[src/rtl/sha256_pkg.sv]
package sha256_pkg;

   typedef logic [31:0] word_type;
   typedef word_type [7:0] hash_type;

   localparam logic [1:0] KindFull     = 2'd0;
   localparam logic [1:0] KindPadOpen  = 2'd1;
   localparam logic [1:0] KindPadClose = 2'd2;
   localparam logic [1:0] KindTail     = 2'd3;

   localparam logic [5:0] LastFill  = 6'd63;
   localparam logic [5:0] LengthPos = 6'd56;
   localparam logic [7:0] PadByte   = 8'h80;

   typedef struct packed {
      logic       load;
      logic       round;
      logic [5:0] round_idx;
      logic       update;
      logic       restart;
   } core_ctl_type;

   function automatic word_type rotr(input word_type x, input int n);
      rotr = (x >> n) | (x << (32 - n));
   endfunction

   function automatic word_type big_sigma0(input word_type x);
      big_sigma0 = rotr(x, 2) ^ rotr(x, 13) ^ rotr(x, 22);
   endfunction

   function automatic word_type big_sigma1(input word_type x);
      big_sigma1 = rotr(x, 6) ^ rotr(x, 11) ^ rotr(x, 25);
   endfunction

   function automatic word_type small_sigma0(input word_type x);
      small_sigma0 = rotr(x, 7) ^ rotr(x, 18) ^ (x >> 3);
   endfunction

   function automatic word_type small_sigma1(input word_type x);
      small_sigma1 = rotr(x, 17) ^ rotr(x, 19) ^ (x >> 10);
   endfunction

   function automatic word_type init_hash(input logic [2:0] idx);
      unique case (idx)
         3'd0: init_hash = 32'h6a09e667;
         3'd1: init_hash = 32'hbb67ae85;
         3'd2: init_hash = 32'h3c6ef372;
         3'd3: init_hash = 32'ha54ff53a;
         3'd4: init_hash = 32'h510e527f;
         3'd5: init_hash = 32'h9b05688c;
         3'd6: init_hash = 32'h1f83d9ab;
         default: init_hash = 32'h5be0cd19;
      endcase
   endfunction

   function automatic word_type round_const(input logic [5:0] idx);
      unique case (idx)
         6'd0:  round_const = 32'h428a2f98;
         6'd1:  round_const = 32'h71374491;
         6'd2:  round_const = 32'hb5c0fbcf;
         6'd3:  round_const = 32'he9b5dba5;
         6'd4:  round_const = 32'h3956c25b;
         6'd5:  round_const = 32'h59f111f1;
         6'd6:  round_const = 32'h923f82a4;
         6'd7:  round_const = 32'hab1c5ed5;
         6'd8:  round_const = 32'hd807aa98;
         6'd9:  round_const = 32'h12835b01;
         6'd10: round_const = 32'h243185be;
         6'd11: round_const = 32'h550c7dc3;
         6'd12: round_const = 32'h72be5d74;
         6'd13: round_const = 32'h80deb1fe;
         6'd14: round_const = 32'h9bdc06a7;
         6'd15: round_const = 32'hc19bf174;
         6'd16: round_const = 32'he49b69c1;
         6'd17: round_const = 32'hefbe4786;
         6'd18: round_const = 32'h0fc19dc6;
         6'd19: round_const = 32'h240ca1cc;
         6'd20: round_const = 32'h2de92c6f;
         6'd21: round_const = 32'h4a7484aa;
         6'd22: round_const = 32'h5cb0a9dc;
         6'd23: round_const = 32'h76f988da;
         6'd24: round_const = 32'h983e5152;
         6'd25: round_const = 32'ha831c66d;
         6'd26: round_const = 32'hb00327c8;
         6'd27: round_const = 32'hbf597fc7;
         6'd28: round_const = 32'hc6e00bf3;
         6'd29: round_const = 32'hd5a79147;
         6'd30: round_const = 32'h06ca6351;
         6'd31: round_const = 32'h14292967;
         6'd32: round_const = 32'h27b70a85;
         6'd33: round_const = 32'h2e1b2138;
         6'd34: round_const = 32'h4d2c6dfc;
         6'd35: round_const = 32'h53380d13;
         6'd36: round_const = 32'h650a7354;
         6'd37: round_const = 32'h766a0abb;
         6'd38: round_const = 32'h81c2c92e;
         6'd39: round_const = 32'h92722c85;
         6'd40: round_const = 32'ha2bfe8a1;
         6'd41: round_const = 32'ha81a664b;
         6'd42: round_const = 32'hc24b8b70;
         6'd43: round_const = 32'hc76c51a3;
         6'd44: round_const = 32'hd192e819;
         6'd45: round_const = 32'hd6990624;
         6'd46: round_const = 32'hf40e3585;
         6'd47: round_const = 32'h106aa070;
         6'd48: round_const = 32'h19a4c116;
         6'd49: round_const = 32'h1e376c08;
         6'd50: round_const = 32'h2748774c;
         6'd51: round_const = 32'h34b0bcb5;
         6'd52: round_const = 32'h391c0cb3;
         6'd53: round_const = 32'h4ed8aa4a;
         6'd54: round_const = 32'h5b9cca4f;
         6'd55: round_const = 32'h682e6ff3;
         6'd56: round_const = 32'h748f82ee;
         6'd57: round_const = 32'h78a5636f;
         6'd58: round_const = 32'h84c87814;
         6'd59: round_const = 32'h8cc70208;
         6'd60: round_const = 32'h90befffa;
         6'd61: round_const = 32'ha4506ceb;
         6'd62: round_const = 32'hbef9a3f7;
         default: round_const = 32'hc67178f2;
      endcase
   endfunction

endpackage

[src/rtl/sha256_message_digest.sv]
// SHA-256 message digest.
// Input channel req_*: one transfer per item. req_tdata carries the message byte,
// req_tuser says the byte is part of the message, req_tlast marks the final item.
// An item with req_tuser low and req_tlast low is dropped.
// Result channel rsp_*: one transfer per message, the eight digest words with
// word 0 in the lowest 32 bits of rsp_tdata.
// Bytes go one per cycle into a 16-word block memory. The 64th byte of a block
// starts a compression (the read states StLoadAddr and StLoadData, 64 rounds on
// one round unit, one chaining add); no item is taken meanwhile, so the next
// block's bytes wait until the compression is done.
// The final item appends padding and length while the block is read back; the
// digest is presented after its compression, or after a second block's when one is
// needed. The result sits in an output register; while the receiver stalls the
// block keeps taking items and only holds the next digest until the slot frees.
// After each digest the chaining value returns to the initial hash values.
// Reset clears the byte count and result valid and sets the initial hash values.
module sha256_message_digest (
   input  logic          clock,
   input  logic          reset,
   input  logic          req_tvalid,
   output logic          req_tready,
   input  logic [7:0]    req_tdata,   // [7:0] data_byte
   input  logic          req_tuser,   // [0] has_byte
   input  logic          req_tlast,   // end_of_message
   output logic          rsp_tvalid,
   input  logic          rsp_tready,
   output logic [255:0]  rsp_tdata    // digest_word_0 [31:0] .. digest_word_7 [255:224]
);

   localparam logic [2:0] StIdle     = 3'd0;
   localparam logic [2:0] StLoadAddr = 3'd1;
   localparam logic [2:0] StLoadData = 3'd2;
   localparam logic [2:0] StRound    = 3'd3;
   localparam logic [2:0] StUpdate   = 3'd4;
   localparam logic [2:0] StDigest   = 3'd5;

   logic [2:0]   state_ff, state_in;
   logic [60:0]  count_ff, count_in;
   logic [1:0]   kind_ff, kind_in;
   logic         last_ff, last_in;
   logic [5:0]   round_ff, round_in;
   logic         rsp_valid_ff, rsp_valid_in;
   logic [255:0] rsp_data_ff, rsp_data_in;

   logic                     req_xfer;
   logic                     wr_en;
   logic [5:0]               fill_now;
   logic [5:0]               fill_after;
   logic [5:0]               rd_next;
   logic [3:0]               rd_addr;
   sha256_pkg::word_type     rd_word;
   sha256_pkg::hash_type     chain;
   sha256_pkg::core_ctl_type ctl;

   assign req_tready = (state_ff == StIdle);
   assign req_xfer   = req_tvalid && req_tready;
   assign fill_now   = count_ff[5:0];
   assign wr_en      = req_xfer && req_tuser;
   assign fill_after = req_tuser ? fill_now + 6'd1 : fill_now;
   assign rd_next    = round_ff + 6'd2;

   always_comb begin
      unique case (state_ff)
         StLoadAddr: rd_addr = 4'd0;
         StLoadData: rd_addr = 4'd1;
         default:    rd_addr = rd_next[3:0];
      endcase
   end

   always_comb begin
      state_in     = state_ff;
      count_in     = count_ff;
      kind_in      = kind_ff;
      last_in      = last_ff;
      round_in     = round_ff;
      rsp_valid_in = rsp_valid_ff && !rsp_tready;
      rsp_data_in  = rsp_data_ff;
      ctl          = '0;
      ctl.round_idx = round_ff;
      unique case (state_ff)
         StIdle: begin
            if (req_xfer) begin
               if (req_tuser) begin
                  count_in = count_ff + 61'd1;
               end
               priority if (req_tuser && fill_now == sha256_pkg::LastFill) begin
                  kind_in  = sha256_pkg::KindFull;
                  last_in  = req_tlast;
                  state_in = StLoadAddr;
               end else if (req_tlast) begin
                  kind_in  = (fill_after >= sha256_pkg::LengthPos) ?
                             sha256_pkg::KindPadOpen : sha256_pkg::KindPadClose;
                  last_in  = 1'b1;
                  state_in = StLoadAddr;
               end else begin
                  state_in = StIdle;
               end
            end
         end
         StLoadAddr: begin
            state_in = StLoadData;
         end
         StLoadData: begin
            ctl.load = 1'b1;
            round_in = '0;
            state_in = StRound;
         end
         StRound: begin
            ctl.round = 1'b1;
            round_in  = round_ff + 6'd1;
            if (round_ff == sha256_pkg::LastFill) begin
               state_in = StUpdate;
            end
         end
         StUpdate: begin
            ctl.update = 1'b1;
            unique case (kind_ff)
               sha256_pkg::KindFull: begin
                  if (last_ff) begin
                     kind_in  = sha256_pkg::KindPadClose;
                     state_in = StLoadAddr;
                  end else begin
                     state_in = StIdle;
                  end
               end
               sha256_pkg::KindPadOpen: begin
                  kind_in  = sha256_pkg::KindTail;
                  state_in = StLoadAddr;
               end
               default: begin
                  state_in = StDigest;
               end
            endcase
         end
         StDigest: begin
            if (!rsp_valid_ff || rsp_tready) begin
               rsp_valid_in = 1'b1;
               rsp_data_in  = chain;
               ctl.restart  = 1'b1;
               count_in     = '0;
               last_in      = 1'b0;
               state_in     = StIdle;
            end
         end
         default: begin
            state_in = StIdle;
         end
      endcase
   end

   always_ff @(posedge clock) begin
      if (reset) begin
         state_ff     <= StIdle;
         count_ff     <= '0;
         kind_ff      <= sha256_pkg::KindFull;
         last_ff      <= 1'b0;
         round_ff     <= '0;
         rsp_valid_ff <= 1'b0;
      end else begin
         state_ff     <= state_in;
         count_ff     <= count_in;
         kind_ff      <= kind_in;
         last_ff      <= last_in;
         round_ff     <= round_in;
         rsp_valid_ff <= rsp_valid_in;
      end
   end

   always_ff @(posedge clock) begin
      rsp_data_ff <= rsp_data_in;
   end

   sha256_buffer u_buffer (
      .clock   (clock),
      .wr_en   (wr_en),
      .wr_addr (fill_now),
      .wr_byte (req_tdata),
      .rd_addr (rd_addr),
      .kind    (kind_ff),
      .fill    (fill_now),
      .bit_len ({count_ff, 3'b000}),
      .rd_word (rd_word)
   );

   sha256_core u_core (
      .clock     (clock),
      .reset     (reset),
      .ctl       (ctl),
      .word_in   (rd_word),
      .chain_out (chain)
   );

   assign rsp_tvalid = rsp_valid_ff;
   assign rsp_tdata  = rsp_data_ff;

endmodule

[src/rtl/sha256_buffer.sv]
module sha256_buffer (
   input  logic                      clock,
   input  logic                      wr_en,
   input  logic [5:0]                wr_addr,
   input  logic [7:0]                wr_byte,
   input  logic [3:0]                rd_addr,
   input  logic [1:0]                kind,
   input  logic [5:0]                fill,
   input  logic [63:0]               bit_len,
   output sha256_pkg::word_type      rd_word
);

   sha256_pkg::word_type blk_mem_ff [16];
   sha256_pkg::word_type rd_data_ff;
   logic [3:0]           rd_idx_ff;

   always_ff @(posedge clock) begin
      if (wr_en) begin
         blk_mem_ff[wr_addr[5:2]][{~wr_addr[1:0], 3'b000} +: 8] <= wr_byte;
      end
      rd_data_ff <= blk_mem_ff[rd_addr];
      rd_idx_ff  <= rd_addr;
   end

   // build padding and length on the fly over the stored bytes
   always_comb begin
      logic [5:0] pos;
      logic [1:0] lane;
      logic       padded;
      logic       closing;
      padded  = (kind == sha256_pkg::KindPadOpen) || (kind == sha256_pkg::KindPadClose);
      closing = (kind == sha256_pkg::KindPadClose) || (kind == sha256_pkg::KindTail);
      rd_word = '0;
      for (int l = 0; l < 4; l++) begin
         lane = 2'(l);
         pos  = {rd_idx_ff, lane};
         priority if (kind == sha256_pkg::KindFull || (padded && pos < fill)) begin
            rd_word[{~lane, 3'b000} +: 8] = rd_data_ff[{~lane, 3'b000} +: 8];
         end else if (padded && pos == fill) begin
            rd_word[{~lane, 3'b000} +: 8] = sha256_pkg::PadByte;
         end else begin
            rd_word[{~lane, 3'b000} +: 8] = 8'h00;
         end
      end
      if (closing && rd_idx_ff == sha256_pkg::LengthPos[5:2]) begin
         rd_word = bit_len[63:32];
      end else if (closing && rd_idx_ff == 4'(sha256_pkg::LengthPos[5:2] + 4'd1)) begin
         rd_word = bit_len[31:0];
      end
   end

endmodule

[src/rtl/sha256_core.sv]
module sha256_core (
   input  logic                      clock,
   input  logic                      reset,
   input  sha256_pkg::core_ctl_type  ctl,
   input  sha256_pkg::word_type      word_in,
   output sha256_pkg::hash_type      chain_out
);

   sha256_pkg::hash_type chain_ff;
   sha256_pkg::hash_type vars_ff;
   sha256_pkg::hash_type vars_in;
   sha256_pkg::word_type win_ff [16];
   sha256_pkg::word_type wt_ff;
   sha256_pkg::word_type w_next;

   always_comb begin
      sha256_pkg::word_type t1;
      sha256_pkg::word_type t2;
      sha256_pkg::word_type ch;
      sha256_pkg::word_type maj;
      ch  = (vars_ff[4] & vars_ff[5]) ^ (~vars_ff[4] & vars_ff[6]);
      maj = (vars_ff[0] & vars_ff[1]) ^ (vars_ff[0] & vars_ff[2]) ^ (vars_ff[1] & vars_ff[2]);
      t1  = vars_ff[7] + sha256_pkg::big_sigma1(vars_ff[4]) + ch
            + sha256_pkg::round_const(ctl.round_idx) + wt_ff;
      t2  = sha256_pkg::big_sigma0(vars_ff[0]) + maj;
      vars_in[7] = vars_ff[6];
      vars_in[6] = vars_ff[5];
      vars_in[5] = vars_ff[4];
      vars_in[4] = vars_ff[3] + t1;
      vars_in[3] = vars_ff[2];
      vars_in[2] = vars_ff[1];
      vars_in[1] = vars_ff[0];
      vars_in[0] = t1 + t2;
      w_next = sha256_pkg::small_sigma1(win_ff[15]) + win_ff[10]
               + sha256_pkg::small_sigma0(win_ff[2]) + win_ff[1];
   end

   always_ff @(posedge clock) begin
      if (reset || ctl.restart) begin
         for (int i = 0; i < 8; i++) begin
            chain_ff[i] <= sha256_pkg::init_hash(3'(i));
         end
      end else if (ctl.update) begin
         for (int i = 0; i < 8; i++) begin
            chain_ff[i] <= chain_ff[i] + vars_ff[i];
         end
      end
   end

   always_ff @(posedge clock) begin
      if (ctl.load) begin
         vars_ff <= chain_ff;
         wt_ff   <= word_in;
      end else if (ctl.round) begin
         vars_ff <= vars_in;
         for (int i = 0; i < 15; i++) begin
            win_ff[i] <= win_ff[i + 1];
         end
         win_ff[15] <= wt_ff;
         wt_ff      <= (ctl.round_idx < 6'd15) ? word_in : w_next;
      end
   end

   assign chain_out = chain_ff;

endmodule
[config.mk]
export PLATFORM = sky130hd
export DESIGN_NAME = sha256_message_digest
export DESIGN_NICKNAME = d
export VERILOG_FILES = /design/src/rtl/sha256_pkg.sv /design/src/rtl/sha256_message_digest.sv /design/src/rtl/sha256_buffer.sv /design/src/rtl/sha256_core.sv
export SDC_FILE = /design/constraint.sdc
export NUM_CORES = 2
export LEC_CHECK = 0
export ABC_AREA = 1
export BUFFER_PORTS_ARGS = -buffer_cell sky130_fd_sc_hd__buf_2
export CELL_PAD_IN_SITES_DETAIL_PLACEMENT = 0
export CELL_PAD_IN_SITES_GLOBAL_PLACEMENT = 1
export CORE_UTILIZATION = 48
export CTS_CLUSTER_DIAMETER = 100
export DETAILED_ROUTE_END_ITERATION = 6
export PLACE_DENSITY_LB_ADDON = 0.1
export SYNTH_ARGS = -nofsm -noshare
export SYNTH_HDL_FRONTEND = slang
export SYNTH_SLANG_ARGS = --single-unit
[constraint.sdc]
create_clock -name clock -period 42.7 [get_ports clock]
set_input_delay 8.54 -clock clock [delete_from_list [all_inputs] [get_ports clock]]
set_output_delay 8.54 -clock clock [all_outputs]
set_load 0.05 [all_outputs]
[After elaboration in Yosys (flattened, before gate mapping)]
Memory sizes are Yosys's and may differ from the RTL's. A register that Yosys moved wholly into a read port is not among the register bits.
Index checks and enable logic that the tools add are counted.
W data, S select, Z words.
Storage, ports and cells
  ROM bits: 2048
  memories kept: 3
  output and inout port bits: 258
  flip-flop bits (word level): 878
  bits of input ports: 14
  RAM bits: 1024
  bits in latches: 0
  word-level logic and storage cells: 201
Cells by class
  reduce and logical (&&, ||, !) cells: 35
  bitwise logic cells: 28
  multipliers: 0
  divide/modulo/power cells: 0
  $lt $le $gt $ge: 6
  add/subtract/negate cells: 23
  mux-type cells: 56
  eq/ne operators: 23
  shift operators: 2
Memory list
  (name not given): words 64, bits a word 32, read ports 1, clocked after Yosys merged registers in 1, write ports 0, RTL line sha256_pkg.sv:57  | unique case (idx)
  u_buffer.blk_mem_ff: words 16, bits a word 32, read ports 1, clocked after Yosys merged registers in 1, write ports 1, RTL line sha256_buffer.sv:13  | sha256_pkg::word_type blk_mem_ff [16];
  u_core.win_ff: words 16, bits a word 32, read ports 15, clocked after Yosys merged registers in 0, write ports 16, RTL line sha256_core.sv:12  | sha256_pkg::word_type win_ff [16];
Operators by type and width (count)
  $add A32 B32 Y32: 18
  $mux W256: 2
  $xor A32 B32 Y32: 9
  $mux W32: 6
  $mux W61: 3
  $and A32 B32 Y32: 5
  $pmux W61 S2: 1
  $mux W8: 8
  $add A61 B1 Y61 const B: 1
  $not A32 Y32: 1
  $or A10 B32 Y32: 1
  $or A13 B32 Y32: 1
  $or A14 B32 Y32: 1
  $or A15 B32 Y32: 1
  $or A19 B32 Y32: 1
  $or A21 B32 Y32: 1
  $or A25 B32 Y32: 1
  $or A26 B32 Y32: 1
  $or A30 B32 Y32: 1
  $or A7 B32 Y32: 1
  $shift A8 B7 Y32 const A: 1
  $shiftx A8 B7 Y32: 1
  $xor A32 B22 Y32: 1
  $xor A32 B29 Y32: 1
  39 further kinds: 105

[Logic depth before layout (Yosys ltp)]
  depth in word-level cells: 10
  depth in mapped cells: 35
  depth with buffers taken out: 35

[Cells and area by module]
Synthesis repeated with hierarchy kept, for this count alone.
Second synthesis, totals
  cells, all modules: 11430
  area, all modules: 104225.0 um^2
By module, submodules not included
  sha256_core: cells each 8448, area each 68868.6 um^2, seq. area each 28187.0 um^2, times used 1
  sha256_buffer: cells each 2029, area each 23328.6 um^2, seq. area each 16095.4 um^2, times used 1
  sha256_message_digest: cells each 953, area each 12027.8 um^2, seq. area each 9168.8 um^2, times used 1

[Least setup slack after synthesis]
OpenSTA, ideal clock, no wires.
  path kind: input to register
  start: input port rsp_tready
  end: register rsp_data_ff[0], in the netlist rsp_tdata[0], enable pin
  setup time: 879 ps
  stages: 7
  arrival: 19850 ps
  buffers on the path: 1
  setup slack: 21971 ps
  data required time: 41821 ps
  cells stage by stage: inv_1 > nand2_1 > nor2_1 > a21oi_1 > nand2_1 > clkbuf_1 > nor2_1
On the way
  word-level cells in the longest chain between the ends: 2
Ends and longest elaborated chain
  from (decl): RTL line sha256_message_digest.sv:26  | input logic rsp_tready,
  $logic_or A1 B1 Y1: RTL line sha256_message_digest.sv:136  | if (!rsp_valid_ff || rsp_tready) begin
  $reduce_and A2 Y1 (no line)
  to (signal assigned): RTL line sha256_message_digest.sv:170  | rsp_data_ff <= rsp_data_in;
  to (decl): RTL line sha256_message_digest.sv:43  | logic [255:0] rsp_data_ff, rsp_data_in;
Every way passes these cells.
A chain may end at the register's enable or synchronous reset.

==> results.md <==
- Root Buffer: clkbuf_16
- Die Wd: 468 um
- Predominant post-synthesis flop cell: edfxtp_1
- Final setup TNS: 0 ns
- Post-Syn Instances: roughly 12,000
- CTS tree: built
- Die area: between 0.2 and 0.25 sq mm
- Cell variety after synth: 54
- Sequential fraction of the synthesis area: 51.9%
- Share of cells above drive strength 1: under 10%
- Htree depth: 4
- Hold path startpoint: u_core.win_ff[11][22]$_DFFE_PP_
- CP required: 43.42 ns
- Worst reg2reg path depth: 31
- DP HPWL: about 270,000 um
- Number of global-route vias before repair: 80,200
- Synth Warn #: 0
- Tcrit/Tclk final: a little over a quarter
- Clock latency on the worst-skew pair: approximately 0.89 ns
- Synthesized area: around 0.10 sq mm
- Critical Path Start Type: input pin
- Hold WC Path Type: register to register
- CP Class: input pin to register
- Hold bufs inserted after CTS: 0
- Initial cell density of the core: 48.5%
- Commonest non-fill, non-tap cell in the layout: nand2_1
- Most frequent cells in the layout: nand2_1, edfxtp_1, inv_1
- Setup WS post-layout: 31.13 ns
- Tightest Pin Transition: about 1.3 ns
- Worst Hold Path Cells: 0
- Via count: approximately 84,000
- Syn nets: roughly 12,000
- Worst reg2reg path startpoint: u_core.vars_ff[140]$_DFFE_PN_
- Reg2Reg Capture Point: u_core.vars_ff[31]$_DFFE_PN_
- NumNets Final: 12,400
- Core footprint: roughly 0.22 sq mm
- Critical Path Fanout Max: 26
- Final setup violating endpoints: 0
- Sinks on Clock Net: 1,934
- GRT Overall Usage: 33.2%
- Clock Skew: roughly 0.083 ns
- Syn Area/Cell: 9.00 sq um
- Site Rows: 170
- Final hold vios: 0
- Slowest CP cell: nor2_1
- First-pass GRT wire length: around 540,000 um
- DP Worst Slack: about 30 ns
- Max-slew violation total from the final report: 0
- Wire per inst: 24.9 um
- Worst path cell trace: buf_2 > clkinv_1 > nand2_1 > inv_2 > ha_1 > nor2_1 > nor2_1 > inv_1 > nand2_1 > nand2_1 > nand3_1 > nand3_1 > nand2_1
- RSZ-0062 raised after global routing: no
- CP dominant cell by count: nand2_1
- Die H: 468 um
- Clk buf depth: 3
- # DRC: 18
- Failing checks: design-rule violations
- Clk pin slew, worst setup/hold paths: approximately 0.07 ns
- Hold slack: 0.378 ns
- Status: complete, but fails checks
- Post-route ant nets: 0
- Hold Crit Endpoint: u_core.win_ff[10][22]$_DFFE_PP_
- Post-synth EDFFs: around 1,500
- Max_cap viols: 0
- Flops & latches, synth: about 1,900
- Io pins: 272
- Area delta synth->final: 10.9%
- Maximum clock rate: 86.4 MHz
- Post-CTS Resized: 0
- Slew margin rel.: 12.2%
- Reg2reg setup slack: around 35 ns
- Gpl congestion: roughly 1.0
- DR iter-0 viols: roughly 9,100
- Inserted Clock Buffers: 206
- Initial antenna violation count: 11
- Number of port buffers: roughly 270
- CP max stage delay: ~0.54 ns
- DR pass1 iterations: 7
- Grt total ovfl: 0
- Total Wirelength: approximately 370,000 um
- Post-DR vias/cell: 5.71
- Largest net degree at the start of global routing: around 250
- Ys async rst share: 0%
- Post-layout min period: around 12 ns
- Critical path arrival: 12.28 ns
- Number of setup buffers added after CTS: 0
- Endpoint class of the critical path: register
-- critical path: cells and delay by family --
family                     cells  cell delay [ns]
buffers and inverters          4             1.45
adders and majority gates      1             0.48
and+or+nand+nor                8             1.79
-- Yosys cell counts (all sizes together), types with 13 or more instances --
cell	n	area share, %
nand3	694	3.3
xor2	226	1.9
fa	195	3.7
nor4	19	0.11
nand3b	20	0.14
o21bai	56	0.40
clkbuf	281	1.0
ha	405	4.9
edfxtp	1536	44
o21a	17	0.12
nor3	110	0.54
buf	102	0.46
a21boi	27	0.19
and3	13	0.078
o221ai	37	0.31
or2	33	0.20
a31oi	34	0.20
nor2	1208	4.4
dfxtp	398	7.6
nand4	94	0.56
a21oi	759	3.7
inv	1335	4.8
o211ai	128	0.92
o21ai	977	4.7
xnor2	152	1.3
nand2	2630	9.5
a21o	55	0.40
-- final cells by class --
type,instances,area (sq um)
well taps,2838,3550
clock buffers,255,5500
clock inverters,137,1790
multi-input cells,7938,43800
fillers,19800,99600
diodes,6,15.0
flip-flops and latches,1934,54100
inverters,1341,5050
repair buffers,336,1910
-- worst max path at each step --
stage                    start                endpoint  slack (ns)  cells after the start
finish                   reset                register       31.13                     13
global route             reset                register       31.09                     13
CTS                      reset                register       31.41                     13
detailed placement       reset                register       30.53                     11
global placement         reset                register       30.50                     13
floorplan           rsp_tready  rsp_tdata[0]$_DFFE_PP_       21.97                      7
-- through the flow --
stage                     std cells  util (%)  area (sq um)
final                         14800      53.7        116000
after global routing          14800      53.7        116000
after CTS                     14800      53.7        116000
after detailed placement      14400      50.3        108000
after global placement        14400      50.3        108000
after floorplan               11600         -        104000
-- flip-flops by register name, indices dropped and copies added (netlist names), named ones only --
signal,count
u_core.win_ff,480
rsp_tdata,256
u_core.vars_ff,256
u_buffer.blk_mem_ff,512
state_ff,3
u_core.chain_out,256
u_buffer.rd_idx_ff,4
rsp_tvalid,1
count_ff,61
kind_ff,2
u_core.wt_ff,32
last_ff,1
round_ff,6
u_buffer.rd_data_ff,32
-- kinds of logic after synthesis --
kind of cell | synth area share (%)
adder cells (fa/ha/maj) | 8.66
XOR/XNOR | 3.17
buffers and inverters | 6.30
AO/OA/AOI/OAI | 11.1
flip-flops | 51.9
AND/OR/NAND/NOR | 18.9
-- routing by layer --
| metal | part of all wire [%] | GRT usage, % |
|---|---|---|
| met5 | 0.010 | 0 |
| met3 | 7.4 | 4.56 |
| met2 | 45 | 51.9 |
| met4 | 3.8 | 11.4 |
| met1 | 44 | 47.3 |
Power is left out: the tool's default activity adds up to more than one toggle a clock period on the data nets, which glitch-free logic cannot reach.
